===== config.mk =====
export PLATFORM = sky130hd
export DESIGN_NAME = ehi_front_flat
export DESIGN_NICKNAME = d
export VERILOG_FILES = /design/src/rtl/core/ehi_pkg.sv /design/src/rtl/core/ehi_if.sv /design/src/rtl/core/ehi_front.sv /design/src/flat_wrapper.sv
export SDC_FILE = /design/constraint.sdc
export NUM_CORES = 1
export LEC_CHECK = 0
export BUFFER_PORTS_ARGS = -buffer_cell sky130_fd_sc_hd__buf_2
export CAP_MARGIN = 25
export CORE_ASPECT_RATIO = 1.4
export CORE_MARGIN = 2
export CORE_UTILIZATION = 49
export CTS_BUF_LIST = sky130_fd_sc_hd__clkbuf_2 sky130_fd_sc_hd__clkbuf_4 sky130_fd_sc_hd__clkbuf_8
export DETAILED_ROUTE_END_ITERATION = 10
export PLACE_DENSITY = 0.86
export SLEW_MARGIN = 5
export SYNTH_ARGS = -nofsm -noshare
export SYNTH_HDL_FRONTEND = slang
export SYNTH_SLANG_ARGS = --single-unit

===== constraint.sdc =====
create_clock -name clk -period 3.57 [get_ports clk]
set_clock_uncertainty 0.1 [all_clocks]
set_input_delay 0.714 -clock clk [delete_from_list [all_inputs] [get_ports clk]]
set_output_delay 0.714 -clock clk [all_outputs]
set_load 0.01 [all_outputs]

===== src/rtl/core/ehi_pkg.sv =====
// shared types and constants of the extendible hash index
// no dependencies; every other file but ehi_ram imports this package
package ehi_pkg;

    // fixed widths of the word fields
    localparam int KEY_BITS       = 32;
    localparam int VALUE_BITS     = 32;
    localparam int DEPTH_OUT_BITS = 4;
    localparam int COUNT_OUT_BITS = 9;

    // entries of the queue between front and back
    localparam int QUEUE_DEPTH = 2;

    // result status codes
    localparam logic STATUS_DONE    = 1'b0;
    localparam logic STATUS_DROPPED = 1'b1;

    // item kind codes on the request channel
    localparam logic KIND_INSERT = 1'b0;

    typedef enum logic {
        OP_INSERT,
        OP_LOOKUP
    } op_t;

    // classified request word held in the queue
    typedef struct packed {
        op_t                   op;
        logic [KEY_BITS-1:0]   key;
        logic [VALUE_BITS-1:0] value;
    } item_t;

    // back-end sequencer states
    typedef enum logic [3:0] {
        S_IDLE,
        S_DIR,
        S_META,
        S_LSCAN,
        S_DBL,
        S_RESTART,
        S_SPLIT_DIR,
        S_MOVE,
        S_META_B,
        S_META_NB
    } state_t;

endpackage


===== src/rtl/core/ehi_if.sv =====
// request and result channel interfaces (valid/ready)
// depends on ehi_pkg for field widths
interface ehi_req_if;
    import ehi_pkg::*;

    logic                          valid;
    logic                          ready;
    logic                          kind;
    logic signed [KEY_BITS-1:0]    key;
    logic signed [VALUE_BITS-1:0]  value;

    modport source (output valid, output kind, output key, output value, input ready);
    modport sink   (input valid, input kind, input key, input value, output ready);
endinterface



===== src/rtl/core/ehi_front.sv =====
// front end: accepts request words, classifies them, queues them for the back end
// depends on ehi_pkg and ehi_req_if
module ehi_front (
    input  logic             clk,
    input  logic             rst_n,
    ehi_req_if.sink          req,
    output logic             q_valid,
    output ehi_pkg::item_t   q_item,
    input  logic             q_pop
);
    import ehi_pkg::*;

    localparam int QPW = (QUEUE_DEPTH > 1) ? $clog2(QUEUE_DEPTH) : 1;
    localparam int QCW = $clog2(QUEUE_DEPTH + 1);

    item_t            entry_reg [QUEUE_DEPTH];
    logic [QPW-1:0]   wr_ptr_reg, wr_ptr_next;
    logic [QPW-1:0]   rd_ptr_reg, rd_ptr_next;
    logic [QCW-1:0]   count_reg, count_next;
    logic             push;
    item_t            incoming;

    // classify the word
    always_comb
    begin
        incoming.op    = (req.kind == KIND_INSERT) ? OP_INSERT : OP_LOOKUP;
        incoming.key   = req.key;
        incoming.value = req.value;
    end

    assign req.ready = (count_reg != QCW'(QUEUE_DEPTH));
    assign push      = req.valid && req.ready;
    assign q_valid   = (count_reg != '0);
    assign q_item    = entry_reg[rd_ptr_reg];

    // pointer and count update
    always_comb
    begin
        wr_ptr_next = wr_ptr_reg;
        rd_ptr_next = rd_ptr_reg;
        count_next  = count_reg;
        if (push)
        begin
            wr_ptr_next = (wr_ptr_reg == QPW'(QUEUE_DEPTH - 1)) ? '0 : wr_ptr_reg + 1'b1;
        end
        if (q_pop)
        begin
            rd_ptr_next = (rd_ptr_reg == QPW'(QUEUE_DEPTH - 1)) ? '0 : rd_ptr_reg + 1'b1;
        end
        if (push && !q_pop)
        begin
            count_next = count_reg + 1'b1;
        end
        else if (!push && q_pop)
        begin
            count_next = count_reg - 1'b1;
        end
    end

    always_ff @(posedge clk or negedge rst_n)
    begin
        if (!rst_n)
        begin
            wr_ptr_reg <= '0;
            rd_ptr_reg <= '0;
            count_reg  <= '0;
        end
        else
        begin
            wr_ptr_reg <= wr_ptr_next;
            rd_ptr_reg <= rd_ptr_next;
            count_reg  <= count_next;
        end
    end

    // queue storage
    always_ff @(posedge clk)
    begin
        if (push)
        begin
            entry_reg[wr_ptr_reg] <= incoming;
        end
    end
endmodule


===== src/flat_wrapper.sv =====
// flat-port wrapper written by rule: the top's interface ports become plain ports
module ehi_front_flat import ehi_pkg::*;
  (clk, rst_n, q_valid, q_item, q_pop, req_valid, req_kind, req_key, req_value, req_ready);
  ehi_req_if req_i ();
  input  logic clk;
  input  logic rst_n;
  output logic q_valid;
  output ehi_pkg::item_t q_item;
  input  logic q_pop;
  input wire logic [$bits(req_i.valid)-1:0] req_valid;
  input wire logic [$bits(req_i.kind)-1:0] req_kind;
  input wire logic [$bits(req_i.key)-1:0] req_key;
  input wire logic [$bits(req_i.value)-1:0] req_value;
  output wire logic [$bits(req_i.ready)-1:0] req_ready;
  assign req_i.valid = req_valid;
  assign req_i.kind = req_kind;
  assign req_i.key = req_key;
  assign req_i.value = req_value;
  assign req_ready = req_i.ready;
  ehi_front u_core (.clk(clk), .rst_n(rst_n), .req(req_i), .q_valid(q_valid), .q_item(q_item), .q_pop(q_pop));
endmodule

; After elaboration in Yosys (flattened, before gate mapping)
; Memory sizes are Yosys's and may differ from the RTL's.
; Cells that the tools add are included.
[totals]
reg_bits = 4
ramBits = 130
inputBits = 69
output_inout_bits = 67
elab_cells = 23
memories = 1
[classes]
add_sub_neg = 4
eq_ne = 1
n_mux = 7
n_reduce_logical = 7
[memory_table]
columns = name, words, width, rd, rd_clocked_by_memory_dff, wr, line_no
row1 = u_core.entry_reg, 2, 65, 1, 0, 1, ehi_front.sv:16  ; item_t entry_reg [QUEUE_DEPTH];
[op_table]
columns = operator, count
row1 = 2-to-1 mux 1 bit, 5
row2 = 2-to-1 mux 2 bit, 2
row3 = nonzero test 2 bit, 2
row4 = logical AND 1 bit, 3
row5 = adder 1 bit (second input constant), 2
row6 = adder 2 x 1 -> 2 bit (second input constant), 1
row7 = zero test 1 bit, 2
row8 = inequality test 2 bit (second input constant), 1
row9 = subtractor 2 x 1 -> 2 bit (second input constant), 1

; Longest topological paths before layout
[logic_depth]
ltp_word = 6
ltp_mapped = 7

; Least setup slack after synthesis
; No wires, ideal clock.
[synth_path]
path_type = input-to-reg
from = input req_valid
to = memory u_core.entry_reg[0][0] (netlist bit) (enable)
setup_time_ns = 0.488
arrival_time_ns = 3.523
required_ns = 2.982
setup_slack_ns = -0.541
path_stages = 2
n_path_buf = 0
path_cell_list = nand2_1 > nor2_1
[synth_between]
elab_chain_cells = 3
[synth_lines]
columns = element, line_no
row1 = "start, declared", flat_wrapper.sv:10  ; input wire logic [$bits(req_i.valid)-1:0] req_valid;
row2 = logical AND 1 bit, ehi_front.sv:32  ; assign push = req.valid && req.ready;
row3 = 2-to-1 mux 1 bit, ehi_front.sv:79  ; if (push)
row4 = 2-to-1 mux 1 bit (implied by the code), ehi_front.sv:81  ; entry_reg[wr_ptr_reg] <= incoming;
row5 = "end, declared", ehi_front.sv:16
; Every way passes these cells.

==> impl_results.md <==
* Status: finished, final reports clean
* Hold_ws at 0.377 ns
* Synth Area in Adders at 0.248%
* Initial antenna violation count at 1
* Cell taking the most area after synthesis: edfxtp_1
* Mapped Area at 0.00505 sq mm
* Worst VDD drop at 633 uV
* Clk pin slew, worst setup/hold paths at 0.07 ns
* CTS max path bufs at 2
* Startpoint Class: flip-flop
* Total die area at 0.0111 sq mm
* CTS H-tree lvls at 4
* Layout cell share with drive strength beyond 1 at 61.6%
* Remaining Overflow, GRT at 0
* Most frequent cells in the layout: 135 x buf_2, 130 x edfxtp_1, 40 x mux2_4
* 1st-pass router iterations at 4
* R2R Setup Slk at 1.72 ns
* Yosys top cell area share at 77.4%
* Setup repair after global routing missed its margin: no
* Syn_nets at 290
* Wire per inst at 15.9 um
* Via count at 2536
* Final setup vio count at 0
* Starting Density at 50.7%
* Nets at 443
* P&R area growth vs syn at 23.6%
* Slew margin rel. at 41.9%
* CP arrival at 2.15 ns
* Syn avg cell area at 22.9 sq um
* Total of max-cap violations at 0
* Tmin final at 2.97 ns
* DR iter-0 viols at 154
* Fin util at 62.7%
* Global-route wire length before repair at 12.4 mm
* Mux share of post-synthesis cell area at 17.5%
* Vias/cell at 4.88
* Setup Fix Bufs, Post-CTS at 0
* Largest net degree at the start of global routing at 66
* Seq/Total Area, Yosys at 79.3%
* Largest family of logic cells by synthesized area: multiplexers
* Post-Synth Simple-Gate Area at 0.595%
* CTS tree: yes
* CTS sink cnt at 134
* GRT Total Usage at 15.3%
* Max reg flops at 130
* HPWL Detailed at 5.57 mm
* Area of the core at 0.00995 sq mm
* Root Buffer Master: clkbuf_8
* FMAX at 337 MHz
* Hold Path Class: in -> reg
* Die width at 89.8 um
* Vias in the first global route at 2571
* Power Dens Cells at 789 mW/mm^2
* Kind of critical path: reg -> out
* Final-report max-slew violation count at 0
* Post-CTS Hold Buffers at 1
* Critical path data required time at 2.76 ns
* Die Y at 124 um
* Compound-cell area share of the yosys netlist at 0%
* Tcrit/Tclk final at 83.2%
* Placer Congestion at 0.708
* Most common cell after layout, fill and taps aside: buf_2
* Worst Max-Slew Pin Slew at 0.872 ns
* Clock Latency Late Sink at 0.42 ns
* Remaining DRCs at 0
* Clock buffer count from CTS at 17
* Site Rows at 43
* #FFs+latches synth at 134
* Gate Count Post-Synth at 220
* YS warnings at 0
* Post-Synth XOR/XNOR Area at 0.868%
* Top post-synthesis cells by area: edfxtp_1 77%, mux2_4 12%, mux2_2 5.6%
* Lkg Pwr at 2.45 nW
* Post-Route WL at 8.24 mm
* Max FO, Critical Path at 41
* Fill count at 701
* # port buffers at 135
* Post-route ant nets at 0
* Number of antenna diodes at 0
* Setup TNS at 0 ns
* Top-Level Pins at 136
* Final hold vios at 0
* Post-CTS Resized at 0
* Post-synth cell types at 15
* Critical path endpoint category: output pin
[where the power goes]
part           total, mW  switching, mW  internal [mW]
sequential          2.36          0.206           2.16
clock               1.07          0.538          0.535
combinational       1.48          0.694          0.788
[synth_stat cells]
master	count
nor2_1	2
nand2b_1	1
dfrtp_1	4
edfxtp_1	130
xor2_1	3
and3_1	1
xnor2_1	2
nand2_1	1
mux2_4	40
ha_1	1
buf_2	2
or2_2	1
inv_1	2
mux2_2	25
buf_6	5
[layout make-up]
cell class | count | area, sq um | area share (%)
Timing Repair Buffer | 141 | 723 | 11.6
Multi-Input combinational cell | 77 | 981 | 15.7
Inverter | 2 | 7.51 | 0.120
Sequential cell | 134 | 4010 | 64.3
Clock buffer | 17 | 234 | 3.75
Clock inverter | 14 | 114 | 1.83
Tap cell | 135 | 169 | 2.71
[critical path: stages, from the launching register on]
cell,delay (ns)
dfrtp_4,0.86
buf_4,0.36
mux2_2,0.36
buf_2,0.14
[layer usage]
metal | share of wire, % | GRT usage, % | up-vias
met5 | 0.16 | 0 | -
li1 | - | - | 1170
met4 | 1.7 | 7.60 | 2
met1 | 38 | 16.3 | 1249
met2 | 54 | 26.5 | 103
met3 | 6.1 | 6.53 | 12
[path summary, 6_finish.rpt]
kind | startpoint | end | depth (start not counted)
setup reg to reg | u_core.count_reg[0] | u_core.entry_reg[1][4] | 2
min in group asynchronous | rst_n | u_core.count_reg[0] | 2
hold reg to reg | u_core.count_reg[1] | u_core.count_reg[1] | 1
setup / recovery | u_core.rd_ptr_reg | q_item[39] | 3
max in group asynchronous | rst_n | u_core.rd_ptr_reg | 2
hold / removal | req_kind | u_core.entry_reg[1][64] | 1
[cells by family after synthesis]
kind of cell	Yosys count
DFF	134
and+or+nand+nor	6
adders and majority gates	1
xor gates and xnor gates	5
muxes	65
buffers and inverters	9
[stage by stage]
stage	std cells	area [sq um]	power [mW]	worst slack, ns
final	520	6240	4.92	0.601
after detailed placement	488	5880	3.91	1.02
after global placement	488	5880	3.86	1.05
after CTS	520	6240	4.99	0.540
after global routing	520	6240	5.17	0.471
after floorplan	220	5050	3.40	0.547
Note: power is estimated with default switching activity, not from simulation.
